--- src/hw/rtl/gzip_member_index_parser_defines.svh ---
// assertion macros shared by the gzip member index parser rtl
`ifndef GZIP_MEMBER_INDEX_PARSER_DEFINES_SVH
`define GZIP_MEMBER_INDEX_PARSER_DEFINES_SVH

`ifndef ASSERT_OFF

// same-cycle implication checked while out of reset
`define GMIP_ASSERT(lbl, clk_i, rst_ni, prop, msg) \
  lbl: assert property (@(posedge clk_i) disable iff (!rst_ni) prop) else $error(msg);

// next-cycle implication checked while out of reset
`define GMIP_ASSERT_NEXT(lbl, clk_i, rst_ni, ante, cons, msg) \
  lbl: assert property (@(posedge clk_i) disable iff (!rst_ni) (ante) |=> (cons)) \
    else $error(msg);

`else

`define GMIP_ASSERT(lbl, clk_i, rst_ni, prop, msg)
`define GMIP_ASSERT_NEXT(lbl, clk_i, rst_ni, ante, cons, msg)

`endif

`endif

--- src/hw/rtl/gmip_pkg.sv ---
// shared types and constants of the gzip member index parser
`default_nettype none

package gmip_pkg;

  // width of the running file offset counter
  localparam int OFFSET_BITS = 40;
  // width of the reported payload offset field
  localparam int PAYLOAD_OFFSET_W = 40;

  localparam logic [7:0] GZ_MAGIC0 = 8'h1f;
  localparam logic [7:0] GZ_MAGIC1 = 8'h8b;
  localparam logic [7:0] TAG_I     = 8'h49;
  localparam logic [7:0] TAG_G     = 8'h47;
  localparam int HDR_LEN     = 14;
  localparam int TRAILER_LEN = 8;

  typedef enum logic [1:0] {
    ST_OK        = 2'd0,
    ST_BAD_MAGIC = 2'd1,
    ST_NO_TAG    = 2'd2,
    ST_BAD_LEN   = 2'd3
  } status_t;

  typedef struct packed {
    status_t                       status;
    logic [PAYLOAD_OFFSET_W-1:0]   payload_offset;
    logic [31:0]                   payload_length;
    logic [31:0]                   stored_crc;
    logic [31:0]                   raw_size;
    logic [7:0]                    method_code;
    logic [7:0]                    flag_bits;
  } rec_t;

endpackage

`default_nettype wire

--- src/hw/rtl/gmip_core.sv ---
// member parsing state and per-byte update of the gzip member index parser
`default_nettype none
`include "gzip_member_index_parser_defines.svh"

module gmip_core
  import gmip_pkg::*;
(
  input  wire logic       clk,
  input  wire logic       rst_n,
  input  wire logic       step,
  input  wire logic [7:0] byte_in,
  output logic            res_valid,
  output rec_t            res
);

  typedef enum logic [2:0] {
    PH_HEADER  = 3'd0,
    PH_EXTRA   = 3'd1,
    PH_NAME    = 3'd2,
    PH_PAYLOAD = 3'd3,
    PH_TRAILER = 3'd4
  } phase_t;

  // header byte positions
  localparam logic [15:0] HB_MAGIC0 = 16'd0;
  localparam logic [15:0] HB_MAGIC1 = 16'd1;
  localparam logic [15:0] HB_METHOD = 16'd2;
  localparam logic [15:0] HB_FLAGS  = 16'd3;
  localparam logic [15:0] HB_XLEN_L = 16'd10;
  localparam logic [15:0] HB_XLEN_H = 16'd11;
  localparam logic [15:0] HB_TAG_I  = 16'd12;
  localparam logic [15:0] HB_TAG_G  = 16'd13;

  localparam logic [1:0] FAULT_MAGIC = 2'b01;
  localparam logic [1:0] FAULT_TAG   = 2'b10;

  // fixed bytes outside the name and subfield body: header, trailer, less the two tag bytes
  localparam logic [17:0] FIXED_OVH = 18'(HDR_LEN + TRAILER_LEN - 2);

  phase_t                 phase_r, phase_nxt;
  logic [15:0]            cnt_r, cnt_nxt;
  logic [15:0]            ext_len_r, ext_len_nxt;
  logic [31:0]            blk_r, blk_nxt;
  logic [15:0]            name_len_r, name_len_nxt;
  logic [31:0]            left_r, left_nxt;
  logic [OFFSET_BITS-1:0] offset_r, offset_nxt;
  logic [31:0]            crc_r, crc_nxt;
  logic [31:0]            size_r, size_nxt;
  logic [7:0]             method_r, method_nxt;
  logic [7:0]             flag_r, flag_nxt;
  logic                   halted_r, halted_nxt;
  logic [OFFSET_BITS-1:0] start_r, start_nxt;
  logic [31:0]            hold_r, hold_nxt;
  logic [1:0]             fault_r, fault_nxt;

  logic [OFFSET_BITS-1:0] offset_inc;
  logic [15:0]            cnt_inc;
  logic [15:0]            name_inc;
  logic [17:0]            overhead;
  logic [31:0]            left_new;
  logic [31:0]            left_dec;
  logic [31:0]            lane_byte;
  logic [1:0]             blk_lane;
  logic [31:0]            crc_upd;
  logic [31:0]            size_upd;
  logic [1:0]             fault_tag;
  logic [15:0]            hdr_idx;

  assign offset_inc = offset_r + OFFSET_BITS'(1);
  assign cnt_inc    = cnt_r + 16'd1;
  assign name_inc   = name_len_r + 16'd1;
  assign overhead   = 18'(ext_len_r) + 18'(name_inc) + FIXED_OVH;
  assign left_new   = blk_r - 32'(overhead);
  assign left_dec   = left_r - 32'd1;
  assign lane_byte  = 32'(byte_in);
  // subfield bytes 2..5 land in lanes 0..3
  assign blk_lane   = cnt_r[1:0] - 2'd2;
  assign crc_upd    = (cnt_r < 16'd4) ? (crc_r | (lane_byte << {cnt_r[1:0], 3'b000})) : crc_r;
  assign size_upd   = (cnt_r >= 16'd4 && cnt_r < 16'd8) ?
                      (size_r | (lane_byte << {cnt_r[1:0], 3'b000})) : size_r;
  assign fault_tag  = (byte_in != TAG_G) ? FAULT_TAG : 2'b00;
  // an unused phase code restarts the header from byte 0
  assign hdr_idx    = (phase_r == PH_HEADER) ? cnt_r : HB_MAGIC0;

  always_comb begin
    phase_nxt    = phase_r;
    cnt_nxt      = cnt_r;
    ext_len_nxt  = ext_len_r;
    blk_nxt      = blk_r;
    name_len_nxt = name_len_r;
    left_nxt     = left_r;
    offset_nxt   = offset_r;
    crc_nxt      = crc_r;
    size_nxt     = size_r;
    method_nxt   = method_r;
    flag_nxt     = flag_r;
    halted_nxt   = halted_r;
    start_nxt    = start_r;
    hold_nxt     = hold_r;
    fault_nxt    = fault_r;

    res_valid          = 1'b0;
    res.status         = ST_OK;
    res.payload_offset = '0;
    res.payload_length = '0;
    res.stored_crc     = '0;
    res.raw_size       = '0;
    res.method_code    = method_r;
    res.flag_bits      = flag_r;

    if (!halted_r) begin
      offset_nxt = offset_inc;
      case (phase_r)
        PH_EXTRA: begin
          if (cnt_r >= 16'd2 && cnt_r < 16'd6) begin
            blk_nxt = blk_r | (lane_byte << {blk_lane, 3'b000});
          end
          cnt_nxt = cnt_inc;
          if (cnt_inc == ext_len_r - 16'd2) begin
            phase_nxt = PH_NAME;
            cnt_nxt   = '0;
          end
        end

        PH_NAME: begin
          if (name_len_r == 16'hffff) begin
            // name too long to count
            halted_nxt = 1'b1;
            res_valid  = 1'b1;
            res.status = ST_BAD_LEN;
          end else begin
            name_len_nxt = name_inc;
            if (byte_in == 8'd0) begin
              if (blk_r < 32'(overhead)) begin
                halted_nxt = 1'b1;
                res_valid  = 1'b1;
                res.status = ST_BAD_LEN;
              end else begin
                left_nxt  = left_new;
                hold_nxt  = left_new;
                start_nxt = offset_inc;
                phase_nxt = (left_new != 32'd0) ? PH_PAYLOAD : PH_TRAILER;
                cnt_nxt   = '0;
              end
            end
          end
        end

        PH_PAYLOAD: begin
          left_nxt = left_dec;
          if (left_dec == 32'd0) begin
            phase_nxt = PH_TRAILER;
            cnt_nxt   = '0;
          end
        end

        PH_TRAILER: begin
          crc_nxt  = crc_upd;
          size_nxt = size_upd;
          if (cnt_r >= 16'(TRAILER_LEN - 1)) begin
            res_valid          = 1'b1;
            res.status         = ST_OK;
            res.payload_offset = PAYLOAD_OFFSET_W'(start_r);
            res.payload_length = hold_r;
            res.stored_crc     = crc_upd;
            res.raw_size       = size_upd;
            phase_nxt          = PH_HEADER;
            cnt_nxt            = '0;
          end else begin
            cnt_nxt = cnt_inc;
          end
        end

        default: begin
          phase_nxt = PH_HEADER;
          cnt_nxt   = hdr_idx + 16'd1;
          case (hdr_idx)
            HB_MAGIC0: begin
              ext_len_nxt  = '0;
              blk_nxt      = '0;
              name_len_nxt = '0;
              crc_nxt      = '0;
              size_nxt     = '0;
              method_nxt   = '0;
              flag_nxt     = '0;
              fault_nxt    = (byte_in != GZ_MAGIC0) ? FAULT_MAGIC : 2'b00;
            end
            HB_MAGIC1: begin
              if (byte_in != GZ_MAGIC1) begin
                fault_nxt = fault_r | FAULT_MAGIC;
              end
            end
            HB_METHOD: method_nxt = byte_in;
            HB_FLAGS:  flag_nxt   = byte_in;
            HB_XLEN_L: ext_len_nxt = {8'd0, byte_in};
            HB_XLEN_H: ext_len_nxt = {byte_in, ext_len_r[7:0]};
            HB_TAG_I: begin
              if (byte_in != TAG_I) begin
                fault_nxt = fault_r | FAULT_TAG;
              end
            end
            HB_TAG_G: begin
              fault_nxt = fault_r | fault_tag;
              cnt_nxt   = cnt_r;
              // checks in priority order: magic, tag, extra length
              if ((fault_r & FAULT_MAGIC) != 2'b00) begin
                halted_nxt = 1'b1;
                res_valid  = 1'b1;
                res.status = ST_BAD_MAGIC;
              end else if (((fault_r | fault_tag) & FAULT_TAG) != 2'b00) begin
                halted_nxt = 1'b1;
                res_valid  = 1'b1;
                res.status = ST_NO_TAG;
              end else if (ext_len_r < 16'd2) begin
                halted_nxt = 1'b1;
                res_valid  = 1'b1;
                res.status = ST_BAD_LEN;
              end else begin
                cnt_nxt   = '0;
                phase_nxt = (ext_len_r == 16'd2) ? PH_NAME : PH_EXTRA;
              end
            end
            default: ;
          endcase
        end
      endcase
    end
  end

  always_ff @(posedge clk) begin
    if (!rst_n) begin
      phase_r  <= PH_HEADER;
      cnt_r    <= '0;
      halted_r <= 1'b0;
      offset_r <= '0;
    end else if (step) begin
      phase_r  <= phase_nxt;
      cnt_r    <= cnt_nxt;
      halted_r <= halted_nxt;
      offset_r <= offset_nxt;
    end
    if (step) begin
      ext_len_r  <= ext_len_nxt;
      blk_r      <= blk_nxt;
      name_len_r <= name_len_nxt;
      left_r     <= left_nxt;
      crc_r      <= crc_nxt;
      size_r     <= size_nxt;
      method_r   <= method_nxt;
      flag_r     <= flag_nxt;
      start_r    <= start_nxt;
      hold_r     <= hold_nxt;
      fault_r    <= fault_nxt;
    end
  end

  `GMIP_ASSERT(a_halted_silent, clk, rst_n, halted_r |-> !res_valid, "record while halted")
  `GMIP_ASSERT(a_hdr_cnt_range, clk, rst_n, (phase_r == PH_HEADER) |-> (cnt_r <= HB_TAG_G), "header count past tag")
  `GMIP_ASSERT(a_ok_from_trailer, clk, rst_n, (res_valid && res.status == ST_OK) |-> (phase_r == PH_TRAILER), "ok record outside trailer")
  `GMIP_ASSERT_NEXT(a_after_record, clk, rst_n, step && res_valid, halted_r || phase_r == PH_HEADER, "parser did not restart or halt")

endmodule

`default_nettype wire

--- src/hw/rtl/gzip_member_index_parser.sv ---
// Multi-member gzip index parser. Takes the file one byte per transfer and emits one
// record per member after its last trailer byte, or one error record (bad magic, missing
// IG tag, inconsistent length) after which it ignores input until reset. Sustained rate
// is one byte per cycle while no record is held back by a full result slot: each byte
// goes through an input register, one pass of the per-byte update, and a result register.
// A byte that causes no record keeps flowing while a record waits on out_ready; only a
// byte that would cause a second record waits for the result slot.
`default_nettype none
`include "gzip_member_index_parser_defines.svh"

module gzip_member_index_parser
  import gmip_pkg::*;
(
  input  wire logic                        clk,
  input  wire logic                        rst_n,
  input  wire logic                        in_valid,
  output logic                             in_ready,
  input  wire logic [7:0]                  in_byte_in,
  output logic                             out_valid,
  input  wire logic                        out_ready,
  output logic [1:0]                       out_status,
  output logic [PAYLOAD_OFFSET_W-1:0]      out_payload_offset,
  output logic [31:0]                      out_payload_length,
  output logic [31:0]                      out_stored_crc,
  output logic [31:0]                      out_raw_size,
  output logic [7:0]                       out_method_code,
  output logic [7:0]                       out_flag_bits
);

  logic       s1_valid_r;
  logic [7:0] s1_byte_r;
  logic       out_valid_r;
  rec_t       out_rec_r;

  logic       res_valid;
  rec_t       res;
  logic       step;

  // a byte moves on unless it makes a record and the result slot stays full
  assign step     = s1_valid_r && (!res_valid || !out_valid_r || out_ready);
  assign in_ready = !s1_valid_r || step;

  gmip_core u_core (
    .clk       (clk),
    .rst_n     (rst_n),
    .step      (step),
    .byte_in   (s1_byte_r),
    .res_valid (res_valid),
    .res       (res)
  );

  always_ff @(posedge clk) begin
    if (!rst_n) begin
      s1_valid_r  <= 1'b0;
      out_valid_r <= 1'b0;
    end else begin
      if (in_valid && in_ready) begin
        s1_valid_r <= 1'b1;
      end else if (step) begin
        s1_valid_r <= 1'b0;
      end
      if (step && res_valid) begin
        out_valid_r <= 1'b1;
      end else if (out_ready) begin
        out_valid_r <= 1'b0;
      end
    end
    if (in_valid && in_ready) begin
      s1_byte_r <= in_byte_in;
    end
    if (step && res_valid) begin
      out_rec_r <= res;
    end
  end

  assign out_valid          = out_valid_r;
  assign out_status         = out_rec_r.status;
  assign out_payload_offset = out_rec_r.payload_offset;
  assign out_payload_length = out_rec_r.payload_length;
  assign out_stored_crc     = out_rec_r.stored_crc;
  assign out_raw_size       = out_rec_r.raw_size;
  assign out_method_code    = out_rec_r.method_code;
  assign out_flag_bits      = out_rec_r.flag_bits;

  `GMIP_ASSERT_NEXT(a_s1_hold, clk, rst_n, s1_valid_r && !step, s1_valid_r && $stable(s1_byte_r), "input stage lost a byte")
  `GMIP_ASSERT_NEXT(a_rec_lands, clk, rst_n, step && res_valid, out_valid_r, "record not registered")
  `GMIP_ASSERT_NEXT(a_out_hold, clk, rst_n, out_valid_r && !out_ready, out_valid_r && $stable(out_rec_r), "record not held")

endmodule

`default_nettype wire

--- config.mk ---
export PLATFORM = sky130hd
export DESIGN_NAME = gzip_member_index_parser
export DESIGN_NICKNAME = d
export VERILOG_FILES = /design/src/hw/rtl/gmip_pkg.sv /design/src/hw/rtl/gmip_core.sv /design/src/hw/rtl/gzip_member_index_parser.sv
export VERILOG_INCLUDE_DIRS = /design/src /design/src/hw/rtl
export SDC_FILE = /design/constraint.sdc
export NUM_CORES = 1
export LEC_CHECK = 0
export BUFFER_PORTS_ARGS = -buffer_cell sky130_fd_sc_hd__buf_2
export CAP_MARGIN = 20
export CORE_UTILIZATION = 45
export CTS_CLUSTER_SIZE = 20
export DETAILED_ROUTE_END_ITERATION = 12
export GPL_TIMING_DRIVEN = 1
export PLACE_DENSITY = 0.69
export RECOVER_POWER = 100
export SETUP_SLACK_MARGIN = 0.2
export SLEW_MARGIN = 20
export SYNTH_ARGS = -nofsm -noshare
export SYNTH_HDL_FRONTEND = slang
export SYNTH_SLANG_ARGS = --single-unit
export TNS_END_PERCENT = 1
--- constraint.sdc ---
create_clock -name clk -period 17.25 [get_ports clk]
set_input_delay 2.5875 -clock clk [delete_from_list [all_inputs] [get_ports clk]]
set_output_delay 2.5875 -clock clk [all_outputs]
set_load 0.02 [all_outputs]
==> out/results.ini <==
[status]
status = complete, but fails checks
violations = capacitance limit, slew limit

[grt]
grt_pass1_wl_um = 88300
grt_pass1_vias = 16100
antenna_found_initial = 0
grt_overflow = 0
grt_util_all_layers = 0.209
grt_max_degree = 83

[hold_path]
min_path_cells = 0
hp-class = flip-flop to flip-flop

[synthesis]
yosysWarningCount = 0
avgSynthCellArea_sq_um = 10.9
synth-edff-count = 412
ys_ff_latch = 474
yosys.area.top_type = edfxtp_1
netlist_area_sq_um = 23700
ys_types = 97
synth_nets = 2227
postSynth.asyncResetShare = 0
syn_inst = 2164
synth.yosys.seq_area_share = 0.575
synth_top_cell_area_share = 0.522
yosys_most_used_dff = edfxtp_1
synthTopCellsByArea = edfxtp_1, dfxtp_1, nor2_1

[floorplanning]
die_w_um = 231
core_area_sq_um = 51600
io_pins = 168
start_util = 0.459
die_h_um = 231
rows = 83
die_area_sq_um = 53600

[cts]
cts_resized = 0
cts_max_level = 2
holdBufCountCts = 0
cts_buffer_depth = 3
cts_buffers = 50
post-cts-setup-buffer-count = 0
clk_latency_ps = 610
cts_num_sinks = 474
clock-root-buffer = clkbuf_16
cts_tree = done
clk_pin_slew_ps = 60

[sta]
whs_ps = 418
setup_viol = 0
period_share = 0.676
relSlewSlack = -2.04
max_freq_ghz = 0.0857
fin_setup_tns_ps = 0
report.final.slew_viol_count = 728
grt_setup_unrepaired = false
finalCriticalPeriod_ps = 11660
tightest_slew_ps = 4560
final_hold_viol_count = 0
finClkSkew_ps = 16.0

[critical_path]
r2r_cells = 22
endpoint_kind = flip-flop
critPathMaxFanout = 82
required_ps = 17340
worstSetupPathType = flip-flop to flip-flop
cp-start-kind = flip-flop
worstPathArrival_ps = 11750

[place]
place_congestion = 0.966
placed_area_sq_um = 25100
port-buffer-count = 167
dp_hpwl_um = 38300

[route]
dr.first_iter.drc_count = 1269
vias = 17000
drc = 0
drt_wl_total_um = 56400
ant_nets = 0
routedWlPerCell_um = 18.8
first_pass_iters = 5
vias_per_cell = 5.67

[power]
power.density_nw_per_um2 = 106
ir_drop_mv = 0.0663
p_total_w = 0.00282
power.leakage_nw = 8.71

[finish]
area_growth_pct = 12.0
n_fill_cell = 4662
layout_common_cells = edfxtp_1, nor2_1, clkbuf_1, nand2_1, a21oi_1
layout-drive-gt1-share = 0.0641
fin_nets = 2345
antenna_cells = 0
layout_commonest_cell = edfxtp_1
postLayoutCellArea_sq_um = 26500

[run]
maxCapViolations = 14

==> path summary, 6_finish.rpt <==
check                                     start                                    to  slack (ps)
max          u_core.name_len_r[2]$_SDFFCE_PN0P_  out_payload_length[23]$_SDFFCE_PP0P_        5590
min              u_core.flag_r[7]$_SDFFCE_PP0P_            out_flag_bits[7]$_DFFE_PP_         420
max reg2reg  u_core.name_len_r[2]$_SDFFCE_PN0P_  out_payload_length[23]$_SDFFCE_PP0P_        5590
min reg2reg      u_core.flag_r[7]$_SDFFCE_PP0P_            out_flag_bits[7]$_DFFE_PP_         420
==> logic make-up after synthesis <==
logic type | synth area share
compound gates | 0.103
xor+xnor | 0.0695
fa+ha+maj | 0.0276
buf+inv | 0.0295
flops | 0.575
mux | 0.00132
simple gates | 0.194
==> synthesized netlist by cell type, drive strengths merged (5+ instances only) <==
library cell / count
edfxtp: 412
o21bai: 6
nor4b: 7
or2: 8
o22ai: 6
a21o: 14
dfxtp: 62
o211ai: 10
and4: 15
o31ai: 7
nand4b: 6
and3: 49
o21a: 12
buf: 23
nand3b: 5
and2: 107
xnor2: 118
nor2b: 11
or4: 14
inv: 50
ha: 49
xor2: 70
nor3: 44
a21oi: 120
a31oi: 82
nand4: 26
o21ai: 69
clkbuf: 106
a211o: 5
nand3: 60
nor4: 34
nor2: 300
or3: 29
a211oi: 12
nand2b: 17
nand2: 132
nor3b: 9
==> per-stage QoR <==
step,setup WS [ps],utilization,instances
3_5_place_dp,8900,0.487,2910
2_1_floorplan,4310,-,2164
5_1_grt,4420,0.514,3003
6_report,5590,0.514,3003
3_3_place_gp,9090,0.487,2910
4_1_cts,8200,0.521,3003
==> layout make-up <==
| class | count | area, sq um | share of cell area |
|---|---|---|---|
| timing repair buffer | 195 | 795 | 0.0299 |
| inverter | 50 | 188 | 0.00707 |
| sequential | 474 | 13600 | 0.513 |
| multi-input combinational | 1511 | 9350 | 0.352 |
| tap | 680 | 851 | 0.0321 |
| clock buffer | 60 | 1340 | 0.0505 |
| clock inverter | 33 | 413 | 0.0156 |
==> routing by layer <==
layer / part of all wire / routed length (um) / up-vias / global-route usage
li1: - / - / 8102 / -
met1: 0.44 / 24900 / 8240 / 0.288
met2: 0.46 / 25900 / 611 / 0.327
met3: 0.072 / 4050 / 88 / 0.0416
met4: 0.026 / 1490 / 0 / 0.0704
met5: 0 / 0 / - / 0
==> worst max-delay path, stage by stage (launching register included) <==
cell and delay (ps):
edfxtp_1 420, and4_1 270, nand2_1 80, xnor2_1 260
ha_1 320, a21o_1 200, nor3_1 120, o21ai_0 160
a31oi_1 290, o21ai_0 260, o311ai_0 820, nand2_1 100
nor4_1 470, nand3_1 160, ha_1 470, nand4_1 190
nand2b_1 220, o2111ai_1 470, nand3_1 220, a21o_1 190
clkbuf_1 790, a21oi_1 1300, clkbuf_1 3240
==> where the power goes <==
| group | switching, W | total (W) | internal, W |
|---|---|---|---|
| Clock | 0.000464 | 0.00113 | 0.000666 |
| Combinational | 0.000259 | 0.000384 | 0.000125 |
| Sequential | 0.0000219 | 0.00131 | 0.00128 |
| Total | 0.000744 | 0.00282 | 0.00208 |
Power figures use the tool's default switching activity.
